`src/design/dfs_pkg.sv`:
```
// shared types, codes and reset values of the delimited field splitter
package dfs_pkg;

    // configuration port address width (seven 32-bit registers)
    localparam int ADDR_W = 5;
    localparam int DATA_W = 32;

    // register indexes on the configuration port
    localparam logic [2:0] REG_SEPARATOR      = 3'd0;
    localparam logic [2:0] REG_QUOTE_A        = 3'd1;
    localparam logic [2:0] REG_QUOTE_B        = 3'd2;
    localparam logic [2:0] REG_QUOTE_ENABLE   = 3'd3;
    localparam logic [2:0] REG_COMMENT_CHAR   = 3'd4;
    localparam logic [2:0] REG_COMMENT_ENABLE = 3'd5;
    localparam logic [2:0] REG_SKIP_EMPTY     = 3'd6;

    // register reset values
    localparam logic [7:0] RST_SEPARATOR      = 8'd44;
    localparam logic [7:0] RST_QUOTE_A        = 8'd34;
    localparam logic [7:0] RST_QUOTE_B        = 8'd39;
    localparam logic [1:0] RST_QUOTE_ENABLE   = 2'd3;
    localparam logic [7:0] RST_COMMENT_CHAR   = 8'd35;
    localparam logic       RST_COMMENT_ENABLE = 1'b0;
    localparam logic       RST_SKIP_EMPTY     = 1'b0;

    // result kinds
    localparam logic [1:0] KIND_BYTE      = 2'd0;
    localparam logic [1:0] KIND_FIELD_END = 2'd1;
    localparam logic [1:0] KIND_LINE_END  = 2'd2;

    // configuration seen by the tokenizer
    typedef struct packed {
        logic [7:0] separator_char;
        logic [7:0] quote_char_a;
        logic [7:0] quote_char_b;
        logic [1:0] quote_enable;
        logic [7:0] comment_char;
        logic       comment_enable;
        logic       skip_empty;
    } cfg_t;

endpackage

```
`src/design/dfs_if.sv`:
```
// stream interfaces for the byte input and the result output
interface dfs_byte_if;
    logic       valid;
    logic       ready;
    logic [7:0] char_code;
    logic       is_line_end;

    modport source (output valid, output char_code, output is_line_end, input ready);
    modport sink (input valid, input char_code, input is_line_end, output ready);
endinterface

interface dfs_item_if;
    logic       valid;
    logic       ready;
    logic [1:0] item_kind;
    logic [7:0] char_value;
    logic       last_of_line;

    modport source (output valid, output item_kind, output char_value, output last_of_line,
                    input ready);
    modport sink (input valid, input item_kind, input char_value, input last_of_line,
                  output ready);
endinterface

```
`src/design/dfs_cfg_regs.sv`:
```
// configuration register file behind the APB-style port
module dfs_cfg_regs (
    input  logic                      clk,
    input  logic                      rst_n,
    input  logic                      psel,
    input  logic                      penable,
    input  logic                      pwrite,
    input  logic [dfs_pkg::ADDR_W-1:0] paddr,
    input  logic [dfs_pkg::DATA_W-1:0] pwdata,
    output logic [dfs_pkg::DATA_W-1:0] prdata,
    output logic                      pready,
    output dfs_pkg::cfg_t             cfg
);
    import dfs_pkg::*;

    cfg_t       cfg_reg;
    logic [2:0] reg_idx;
    logic       wr_en;

    assign pready  = 1'b1;
    assign reg_idx = paddr[ADDR_W-1:2];
    assign wr_en   = psel && penable && pwrite;
    assign cfg     = cfg_reg;

    // register writes
    always_ff @(posedge clk or negedge rst_n)
    begin
        if (!rst_n)
        begin
            cfg_reg.separator_char <= RST_SEPARATOR;
            cfg_reg.quote_char_a   <= RST_QUOTE_A;
            cfg_reg.quote_char_b   <= RST_QUOTE_B;
            cfg_reg.quote_enable   <= RST_QUOTE_ENABLE;
            cfg_reg.comment_char   <= RST_COMMENT_CHAR;
            cfg_reg.comment_enable <= RST_COMMENT_ENABLE;
            cfg_reg.skip_empty     <= RST_SKIP_EMPTY;
        end
        else if (wr_en)
        begin
            unique case (reg_idx)
                REG_SEPARATOR:      cfg_reg.separator_char <= pwdata[7:0];
                REG_QUOTE_A:        cfg_reg.quote_char_a   <= pwdata[7:0];
                REG_QUOTE_B:        cfg_reg.quote_char_b   <= pwdata[7:0];
                REG_QUOTE_ENABLE:   cfg_reg.quote_enable   <= pwdata[1:0];
                REG_COMMENT_CHAR:   cfg_reg.comment_char   <= pwdata[7:0];
                REG_COMMENT_ENABLE: cfg_reg.comment_enable <= pwdata[0];
                REG_SKIP_EMPTY:     cfg_reg.skip_empty     <= pwdata[0];
                default:            ;
            endcase
        end
    end

    // read mux
    always_comb
    begin
        unique case (reg_idx)
            REG_SEPARATOR:      prdata = {24'd0, cfg_reg.separator_char};
            REG_QUOTE_A:        prdata = {24'd0, cfg_reg.quote_char_a};
            REG_QUOTE_B:        prdata = {24'd0, cfg_reg.quote_char_b};
            REG_QUOTE_ENABLE:   prdata = {30'd0, cfg_reg.quote_enable};
            REG_COMMENT_CHAR:   prdata = {24'd0, cfg_reg.comment_char};
            REG_COMMENT_ENABLE: prdata = {31'd0, cfg_reg.comment_enable};
            REG_SKIP_EMPTY:     prdata = {31'd0, cfg_reg.skip_empty};
            default:            prdata = '0;
        endcase
    end

endmodule

```
`src/design/delimited_field_splitter.sv`:
```
// delimited field splitter: byte-serial tokenizer with quotes and comments
//
// byte_in carries one byte of a line per transfer, or a line-end marker
// (is_line_end high). item_out carries zero or one result per input item:
// a field byte, a field end, or a line end with no open field; the final
// result of each line has last_of_line set.
// The separator, quote and comment bytes and the options are set through
// the APB-style port; the user must change them only while the block is idle
// (the block itself does not enforce this). An item lands in the input register,
// is decoded combinationally, and its result is held in the result register for item_out.
// Throughput: one item per cycle while item_out is not stalled, set by the
// single decode step between the input register and the result register.
// Reset clears the quote, comment and field flags, empties both registers
// and loads the default configuration.
// When item_out is stalled the result register holds, the input register
// keeps one more item, and byte_in ready drops until the result is taken.
module delimited_field_splitter (
    input  logic                       clk,
    input  logic                       rst_n,
    dfs_byte_if.sink                   byte_in,
    dfs_item_if.source                 item_out,
    input  logic                       psel,
    input  logic                       penable,
    input  logic                       pwrite,
    input  logic [dfs_pkg::ADDR_W-1:0] paddr,
    input  logic [dfs_pkg::DATA_W-1:0] pwdata,
    output logic [dfs_pkg::DATA_W-1:0] prdata,
    output logic                       pready
);
    import dfs_pkg::*;

    cfg_t       cfg;

    // input register
    logic       in_valid_reg;
    logic [7:0] in_char_reg;
    logic       in_line_end_reg;

    // tokenizer state
    logic       in_quote_reg,  in_quote_next;
    logic [7:0] open_quote_reg, open_quote_next;
    logic       in_comment_reg, in_comment_next;
    logic       has_chars_reg, has_chars_next;

    // result register
    logic       out_valid_reg;
    logic [1:0] out_kind_reg;
    logic [7:0] out_value_reg;
    logic       out_last_reg;

    // decode results
    logic       emit;
    logic [1:0] kind;
    logic [7:0] value;
    logic       last;
    logic       field_emit;
    logic       quote_hit;
    logic       advance;

    dfs_cfg_regs u_cfg_regs (
        .clk     (clk),
        .rst_n   (rst_n),
        .psel    (psel),
        .penable (penable),
        .pwrite  (pwrite),
        .paddr   (paddr),
        .pwdata  (pwdata),
        .prdata  (prdata),
        .pready  (pready),
        .cfg     (cfg)
    );

    // handshake: the decoded item moves on whenever the result register is free
    assign advance       = in_valid_reg && (!out_valid_reg || item_out.ready);
    assign byte_in.ready = !in_valid_reg || advance;

    assign item_out.valid        = out_valid_reg;
    assign item_out.item_kind    = out_kind_reg;
    assign item_out.char_value   = out_value_reg;
    assign item_out.last_of_line = out_last_reg;

    // input register
    always_ff @(posedge clk or negedge rst_n)
    begin
        if (!rst_n)
        begin
            in_valid_reg <= 1'b0;
        end
        else if (byte_in.ready)
        begin
            in_valid_reg <= byte_in.valid;
        end
    end

    always_ff @(posedge clk)
    begin
        if (byte_in.valid && byte_in.ready)
        begin
            in_char_reg     <= byte_in.char_code;
            in_line_end_reg <= byte_in.is_line_end;
        end
    end

    // byte decode and state update
    assign field_emit = has_chars_reg || !cfg.skip_empty;
    assign quote_hit  = (cfg.quote_enable[0] && (in_char_reg == cfg.quote_char_a)) ||
                        (cfg.quote_enable[1] && (in_char_reg == cfg.quote_char_b));

    always_comb
    begin
        emit            = 1'b0;
        kind            = KIND_BYTE;
        value           = 8'd0;
        last            = 1'b0;
        in_quote_next   = in_quote_reg;
        open_quote_next = open_quote_reg;
        in_comment_next = in_comment_reg;
        has_chars_next  = has_chars_reg;
        priority if (in_line_end_reg)
        begin
            emit            = 1'b1;
            last            = 1'b1;
            kind            = (!in_comment_reg && field_emit) ? KIND_FIELD_END : KIND_LINE_END;
            in_quote_next   = 1'b0;
            open_quote_next = 8'd0;
            in_comment_next = 1'b0;
            has_chars_next  = 1'b0;
        end
        else if (in_comment_reg)
        begin
            emit = 1'b0;
        end
        else if (in_quote_reg)
        begin
            if (in_char_reg == open_quote_reg)
            begin
                in_quote_next   = 1'b0;
                open_quote_next = 8'd0;
            end
            else
            begin
                emit           = 1'b1;
                value          = in_char_reg;
                has_chars_next = 1'b1;
            end
        end
        else if (in_char_reg == cfg.separator_char)
        begin
            emit           = field_emit;
            kind           = KIND_FIELD_END;
            has_chars_next = 1'b0;
        end
        else if (cfg.comment_enable && (in_char_reg == cfg.comment_char))
        begin
            emit            = field_emit;
            kind            = KIND_FIELD_END;
            has_chars_next  = 1'b0;
            in_comment_next = 1'b1;
        end
        else if (quote_hit)
        begin
            in_quote_next   = 1'b1;
            open_quote_next = in_char_reg;
        end
        else
        begin
            emit           = 1'b1;
            value          = in_char_reg;
            has_chars_next = 1'b1;
        end
    end

    // tokenizer state, updated as each item leaves the input register
    always_ff @(posedge clk or negedge rst_n)
    begin
        if (!rst_n)
        begin
            in_quote_reg   <= 1'b0;
            open_quote_reg <= 8'd0;
            in_comment_reg <= 1'b0;
            has_chars_reg  <= 1'b0;
        end
        else if (advance)
        begin
            in_quote_reg   <= in_quote_next;
            open_quote_reg <= open_quote_next;
            in_comment_reg <= in_comment_next;
            has_chars_reg  <= has_chars_next;
        end
    end

    // result register
    always_ff @(posedge clk or negedge rst_n)
    begin
        if (!rst_n)
        begin
            out_valid_reg <= 1'b0;
        end
        else if (advance)
        begin
            out_valid_reg <= emit;
        end
        else if (item_out.ready)
        begin
            out_valid_reg <= 1'b0;
        end
    end

    always_ff @(posedge clk)
    begin
        if (advance && emit)
        begin
            out_kind_reg  <= kind;
            out_value_reg <= value;
            out_last_reg  <= last;
        end
    end

endmodule

```
`src/flat_wrapper.sv`:
```
// flat-port wrapper written by rule: the top's interface ports become plain ports
module delimited_field_splitter_flat import dfs_pkg::*;
  (clk, rst_n, psel, penable, pwrite, paddr, pwdata, prdata, pready, byte_in_valid, byte_in_char_code, byte_in_is_line_end, byte_in_ready, item_out_valid, item_out_item_kind, item_out_char_value, item_out_last_of_line, item_out_ready);
  dfs_byte_if byte_in_i ();
  dfs_item_if item_out_i ();
  input  logic clk;
  input  logic rst_n;
  input  logic psel;
  input  logic penable;
  input  logic pwrite;
  input  logic [dfs_pkg::ADDR_W-1:0] paddr;
  input  logic [dfs_pkg::DATA_W-1:0] pwdata;
  output logic [dfs_pkg::DATA_W-1:0] prdata;
  output logic pready;
  input wire logic [$bits(byte_in_i.valid)-1:0] byte_in_valid;
  input wire logic [$bits(byte_in_i.char_code)-1:0] byte_in_char_code;
  input wire logic [$bits(byte_in_i.is_line_end)-1:0] byte_in_is_line_end;
  output wire logic [$bits(byte_in_i.ready)-1:0] byte_in_ready;
  output wire logic [$bits(item_out_i.valid)-1:0] item_out_valid;
  output wire logic [$bits(item_out_i.item_kind)-1:0] item_out_item_kind;
  output wire logic [$bits(item_out_i.char_value)-1:0] item_out_char_value;
  output wire logic [$bits(item_out_i.last_of_line)-1:0] item_out_last_of_line;
  input wire logic [$bits(item_out_i.ready)-1:0] item_out_ready;
  assign byte_in_i.valid = byte_in_valid;
  assign byte_in_i.char_code = byte_in_char_code;
  assign byte_in_i.is_line_end = byte_in_is_line_end;
  assign byte_in_ready = byte_in_i.ready;
  assign item_out_valid = item_out_i.valid;
  assign item_out_item_kind = item_out_i.item_kind;
  assign item_out_char_value = item_out_i.char_value;
  assign item_out_last_of_line = item_out_i.last_of_line;
  assign item_out_i.ready = item_out_ready;
  delimited_field_splitter u_core (.clk(clk), .rst_n(rst_n), .byte_in(byte_in_i), .item_out(item_out_i), .psel(psel), .penable(penable), .pwrite(pwrite), .paddr(paddr), .pwdata(pwdata), .prdata(prdata), .pready(pready));
endmodule
```
`config.mk`:
```
export PLATFORM = sky130hd
export DESIGN_NAME = delimited_field_splitter_flat
export DESIGN_NICKNAME = d
export VERILOG_FILES = /design/src/design/dfs_pkg.sv /design/src/design/dfs_if.sv /design/src/design/dfs_cfg_regs.sv /design/src/design/delimited_field_splitter.sv /design/src/flat_wrapper.sv
export SDC_FILE = /design/constraint.sdc
export NUM_CORES = 1
export LEC_CHECK = 0
export BUFFER_PORTS_ARGS = -buffer_cell sky130_fd_sc_hd__buf_4
export CELL_PAD_IN_SITES_DETAIL_PLACEMENT = 1
export CELL_PAD_IN_SITES_GLOBAL_PLACEMENT = 2
export CORE_UTILIZATION = 25
export DETAILED_ROUTE_END_ITERATION = 12
export PLACE_DENSITY_LB_ADDON = 0.15
export SLEW_MARGIN = 0
export SYNTH_ARGS = -nofsm -noshare
export SYNTH_HDL_FRONTEND = slang
export SYNTH_SLANG_ARGS = --single-unit
```
`constraint.sdc`:
```
create_clock -name clk -period 3 [get_ports clk]
set_input_delay 0.3 -clock clk [delete_from_list [all_inputs] [get_ports clk]]
set_output_delay 0.3 -clock clk [all_outputs]
set_load 0.02 [all_outputs]
```
==> reports/qor.yml, run 1 <==
status:
  outcome: "complete, but fails checks"
  violations: "negative hold slack"
job:
  maxCapViolations: 0
grt:
  grt_pass1_vias: 2828
  gr-usage-all-layers_pct: 14.2
  antenna_found_initial: 1
  grt_max_degree: 50
  overflow: 0
  grt_pass1_wl_mm: 16.6
placed_design:
  port_buffers: 47
  pre_cts_slack_ns: 0.370
  dp_hpwl_mm: 7.57
  post-place-cells: 569
  gp_congestion: 0.701
setup_path:
  crit_end: "u_core.item_out.last_of_line"
  timing.rr.start: "u_core.in_char_reg[2]"
  r2r_slack_ns: 0.38
  cp_max_fo: 11
  worstSetupPathType: "register to register"
  worst_setup_path_start_kind: "register"
  cp-end-kind: "register"
  crit_start: "u_core.in_char_reg[2]"
  r2r_cells: 7
  worstPathRequired_ns: 3.04
  r2r_end: "u_core.item_out.last_of_line"
  arrival_ns: 2.65
synthesis:
  synthCells: 345
  synthTopCellsByArea: "dfrtp_1, edfxtp_1, mux2_2"
  syn_area_mm2: 0.00388
  synth.distinct_cells: 47
  ys_warn_count: 0
  synth_top_area_share_pct: 22.6
  synth_edf_count: 20
  ys_seq_area_share_pct: 47.5
  synth-seq-cells: 69
  synth-main-ff-cell: "dfrtp_1"
  syn_avg_cell_area_um2: 11.2
  synthArstFlopShare_pct: 71.0
  yosysTopAreaCell: "dfrtp_1"
clocking:
  numCtsBuffers: 9
  worstSkewPairLatency_ns: 0.34
  clock_path_buffers: 2
  cts_resized: 0
  cts_root_buf: "clkbuf_16"
  post_cts_buffers: 0
  cts_max_level: 3
  postCtsHoldBufs: 0
  cts_tree: "built"
  path_clk_slew_ns: 0.05
  cts.sinks: 69
cells_and_area:
  synthToLayoutAreaGrowth_pct: 17.8
  drive_gt1_share_pct: 33.0
  final_nets: 445
  largest_register_ffs: 36
  fin_util_pct: 30.1
  diodes: 0
  instances_no_fill: 585
timing:
  holdWs_ns: -0.0000436
  worst_pin_slew_ns: 0.699
  finalCriticalPeriod_ns: 2.62
  setup_violations: 0
  maxSlewHeadroom_pct: 53.4
  fmax_mhz: 382
  hold_viol: 1
  finalCritPeriodShare_pct: 87.2
  rsz0062_at_grt: "no"
  finalWorstSetupSlack_ns: 0.385
  finClkSkew_ns: 0.00524
  final_max_slew_viol_count: 0
  tns_ns: 0
routing:
  ant_nets: 0
  firstDrtPassIters: 4
  drtIter0Drc: 113
  wirelength_mm: 10.5
  drc: 0
  viasPerCell: 4.41
  wire_per_inst_um: 17.9
  vias: 2578
floorplanning:
  num_io_pins: 99
  die_x_um: 127
  die_h_um: 127
  initial_core_util_pct: 25.5
  dieArea_mm2: 0.0160
  coreArea_mm2: 0.0152
  rows: 45
hold_path:
  min_path_type: "input pin to async pin"
pwr:
  leakagePower_uw: 0.00193
  power-per-cell-area_mw_per_mm2: 628
  peakVddDrop_mv: 0.283
[worst min-delay path by stage]
stage,endpoint,slack (ns),cells past startpoint
6_report,u_core.has_chars_reg,-0.00004,1
2_1_floorplan,u_core.has_chars_reg,0.004,0
3_5_place_dp,u_core.has_chars_reg,0.39,1
3_3_place_gp,u_core.has_chars_reg,0.41,1
4_1_cts,u_core.has_chars_reg,0.02,1
5_1_grt,u_core.has_chars_reg,0.05,1
[synthesized netlist by cell type (all sizes together), types with 5 or more instances]
library cell  instances
mux2                 36
nor3                  6
dfstp                14
clkbuf                7
and2                 10
buf                  35
edfxtp               20
inv                  10
xor2                 15
nand3                 8
dfrtp                35
nand4                 5
mux2i                16
a21oi                11
o21ai                 6
nor2                 22
nand2                28
xnor2                25
[routing by layer]
metal  GRT usage, %  share of wire, %  wire length (µm)  vias to the layer above
met5              0                 0                 0                        -
met4           6.52               2.6               273                        0
met3           3.25               3.1               327                       17
met2           22.7                48              5030                       50
met1           18.1                46              4830                     1291
li1               -                 -                 -                     1220
[cells in the final DEF, fill, tap and decap left out, drive strengths merged, types with 4 or more instances in the layout]
| master | n |
|---|---|
| clkbuf | 11 |
| xor2 | 15 |
| nand2 | 28 |
| and2 | 10 |
| clkinv | 5 |
| nor4 | 4 |
| nor2b | 4 |
| edfxtp | 20 |
| buf | 55 |
| inv | 10 |
| mux2i | 16 |
| a21oi | 11 |
| dfstp | 14 |
| xnor2 | 25 |
| o21ai | 6 |
| mux2 | 36 |
| nor3 | 6 |
| conb | 25 |
| nand3 | 8 |
| nand4 | 5 |
| dfrtp | 35 |
| nor2 | 22 |
[stage by stage]
stage	instance area, µm²	total power (µW)
after detailed placement	4310	1940
final	4570	2870
after global placement	4310	1930
after floorplan	3970	1740
after CTS	4570	2930
after global routing	4570	3040
[logic make-up after synthesis]
kind of cell,after synthesis,synth area share (%)
simple gates,98,13.0
compound gates,31,5.55
mux,53,15.2
buf+inv,52,8.80
other cells,2,0.193
xor+xnor,40,9.80
flops,69,47.5
[where the power goes]
group          switching [µW]  internal, µW  total, µW
combinational             306           298        603
sequential                155          1160       1310
clock                     401           553        955
total                     862          2010       2870
[worst max-delay path, cell delays in order (launching register included)]
cell and delay [ns]:
edfxtp_1 0.58, xor2_1 0.24, nor4_1 0.31, nand4_1 0.37, o211ai_1 0.28, and2b_2 0.21
o22a_1 0.13, buf_4 0.19
[layout make-up]
cell class / count / area (µm²)
fill: 1707 / 10600
sequential: 69 / 1840
multi-input combinational: 247 / 1780
timing repair buffer: 55 / 413
tap: 188 / 235
clock buffer: 11 / 233
inverter: 10 / 37.5
clock inverter: 5 / 27.5
Note: power is estimated with default switching activity, not from simulation.
==> inputs of run 2 (changes only) <==
--- a/config.mk
+++ b/config.mk
@@ -8,7 +8,7 @@
 export BUFFER_PORTS_ARGS = -buffer_cell sky130_fd_sc_hd__buf_4
 export CELL_PAD_IN_SITES_DETAIL_PLACEMENT = 1
 export CELL_PAD_IN_SITES_GLOBAL_PLACEMENT = 2
-export CORE_UTILIZATION = 25
+export CORE_UTILIZATION = 34
 export DETAILED_ROUTE_END_ITERATION = 12
 export PLACE_DENSITY_LB_ADDON = 0.15
 export SLEW_MARGIN = 0
==> run 2 against run 1 <==
Net effect:
- the run still ends with negative hold slack left
- critical path depth unchanged
- routed wire length decreased by 13%
- sequential power about the same
- global-route usage increased by 3.0 points
- cell count decreased by 8.5%
- combinational power about the same
- hold slack got worse by 0.0018 ns
- core utilization increased by 11 points
- power increased by 2.5%
- critical path type unchanged
==> reports/qor.yml, run 2 (same netlist as run 1, synthesis figures left out) <==
placed_design:
  port_buffers: 47  # unchanged
  dp_hpwl_mm: 6.62  # -13%
  post-place-cells: 519  # -8.8%
  gp_congestion: 0.769  # +9.8%
routing:
  met1Wirelength_mm: 4.27  # -12%
  top_layer: "met4"
  firstDrtPassIters: 4  # unchanged
  ant_nets: 0  # unchanged
  met2WireLength_mm: 4.43  # -12%
  drtIter0Drc: 31  # -73%
  wirelength_mm: 9.12  # -13%
  wire_per_inst_um: 17.1  # -4.6%
  viasPerCell: 4.84  # +9.8%
  drc: 0  # unchanged
  met3_wirelength_um: 287  # -12%
  vias: 2588  # +0.39%
grt:
  antenna_found_initial: 0  # -1
  overflow: 0  # unchanged
  gr-usage-all-layers_pct: 17.1  # +3.0 points
  grt_max_degree: 50  # unchanged
  grt_pass1_vias: 2623  # -7.2%
  grt_pass1_wl_mm: 14.6  # -12%
setup_path:
  worstPathCellList: "xor2_1 > nor4_1 > nand4_1 > o211ai_1 > and2b_2 > o22a_1 > buf_12"
  max_stage_delay_ns: 0.56  # -0.02 ns
  worstSetupPathType: "register to register"
  cp_max_fo: 9  # -2
  worst_setup_path_start_kind: "register"
  critical_path_buf_inv_count: 1  # unchanged
  worstPathRequired_ns: 3.05  # about the same
  crit_slowest_cell: "edfxtp_1"
  arrival_ns: 2.67  # +0.02 ns
  crit_family: "simple AND/OR/NAND/NOR gates"
  cp-end-kind: "register"
floorplanning:
  dieArea_mm2: 0.0118  # -26%
  num_io_pins: 99  # unchanged
  initial_core_util_pct: 35.3  # +9.8 points
  coreArea_mm2: 0.0110  # -28%
  rows: 38  # -16%
  die_x_um: 109  # -14%
  die_h_um: 109  # -14%
clocking:
  cts_tree: "built"
  postCtsHoldBufs: 0  # unchanged
  post_cts_buffers: 0  # unchanged
  worstSkewPairLatency_ns: 0.34  # about the same
  cts_resized: 0  # unchanged
  cts.sinks: 69  # unchanged
  cts_root_buf: "clkbuf_16"
  numCtsBuffers: 9  # unchanged
  path_clk_slew_ns: 0.06  # about the same
  cts_max_level: 3  # unchanged
  clock_path_buffers: 2  # unchanged
cells_and_area:
  diodes: 0  # unchanged
  final_nets: 443  # -0.45%
  num-fill-cells: 1225  # -28%
  final_cell_mix: "buf_4, mux2_2, dfrtp_1"
  multi_input_area_mm2: 0.00178  # unchanged
  instances_no_fill: 535  # -8.5%
  seq_area_mm2: 0.00184  # unchanged
  largest_register_ffs: 36  # unchanged
  drive_gt1_share_pct: 32.9  # -0.086 points
  layout_commonest_cell: "buf_4"
  synthToLayoutAreaGrowth_pct: 16.8
timing:
  finClkSkew_ns: 0.00728  # +0.00204 ns
  final_max_slew_viol_count: 0  # unchanged
  maxSlewHeadroom_pct: 43.6  # -9.8 points
  finalCriticalPeriod_ns: 2.62  # +0.00447 ns
  hold_viol: 3  # +2
  tns_ns: 0  # unchanged
  finalCritPeriodShare_pct: 87.3  # +0.15 points
  worst_pin_slew_ns: 0.842  # +0.143 ns
  holdWs_ns: -0.00180  # -0.00175 ns
  rsz0062_at_grt: "no"
  setup_violations: 0  # unchanged
  fmax_mhz: 382  # -0.17%
pwr:
  power-per-cell-area_mw_per_mm2: 649  # +3.4%
  peakVddDrop_mv: 0.276  # -2.7%
  leakagePower_uw: 0.00193  # +0.17%
status:
  violations: "negative hold slack"
  outcome: "complete, but fails checks"
hold_path:
  min_path_type: "input pin to async pin"
job:
  maxCapViolations: 0  # unchanged
==> run 2: cell types whose count changed in the layout (fill, tap and decap cells not counted), sizes merged <==
| cell | change |
|---|---|
| clkinvlp | +1 |
| buf | -2 |
| clkinv | -2 |
| bufinv | +1 |
==> run 2: routing by layer <==
metal  vias to the layer above  track usage (%)
met4                         0             6.85
met3                        10             3.59
met1                      1302             21.9
met5                         -                0
li1                       1217                -
met2                        59             28.2
==> run 2: metrics by stage <==
stage	setup WS, ns	power (µW)	cell area [µm²]	util, %
final	0.380	2940	4530	41.3
after floorplan	0.834	1740	3970	-
after global placement	0.383	1920	4250	38.7
after detailed placement	0.358	1930	4250	38.7
after CTS	0.333	2990	4530	41.3
after global routing	0.238	3110	4530	41.3
==> run 2: final timing paths <==
kind / from / to / slack (ns) / depth (start not counted)
max: u_core.in_char_reg[1] / u_core.item_out.char_value[6] / 0.38 / 7
min in group clk: byte_in_char_code[5] / u_core.in_char_reg[5] / 0.14 / 1
max reg2reg: u_core.in_char_reg[1] / u_core.item_out.char_value[6] / 0.38 / 7
min reg2reg: u_core.open_quote_reg[6] / u_core.open_quote_reg[6] / 0.54 / 2
min: rst_n / u_core.u_cfg_regs.cfg[0] / -0.002 / 1
max in group asynchronous: rst_n / u_core.item_out.valid / 2.56 / 1
==> run 2: final cells by class <==
type / count / area share (%)
Multi-Input combinational cell: 247 / 39.3
Inverter: 10 / 0.828
Clock buffer: 11 / 5.13
Timing Repair Buffer: 53 / 9.05
Sequential cell: 69 / 40.7
Tap cell: 140 / 3.86
Clock inverter: 5 / 1.16
==> run 2: worst register-to-register path, stage by stage (launching register included) <==
cell and delay [ns]:
edfxtp_1 0.56, xor2_1 0.22, nor4_1 0.35, nand4_1 0.34, o211ai_1 0.26, and2b_2 0.21, o22a_1 0.24, buf_12 0.16
==> run 2: power by group <==
part / total (µW) / switching (µW) / internal [µW] / leakage [µW]
Combinational: 602 / 301 / 301 / 0.00100
Sequential: 1310 / 151 / 1160 / 0.000790
Clock: 1030 / 394 / 639 / 0.000139
Total: 2940 / 846 / 2100 / 0.00193
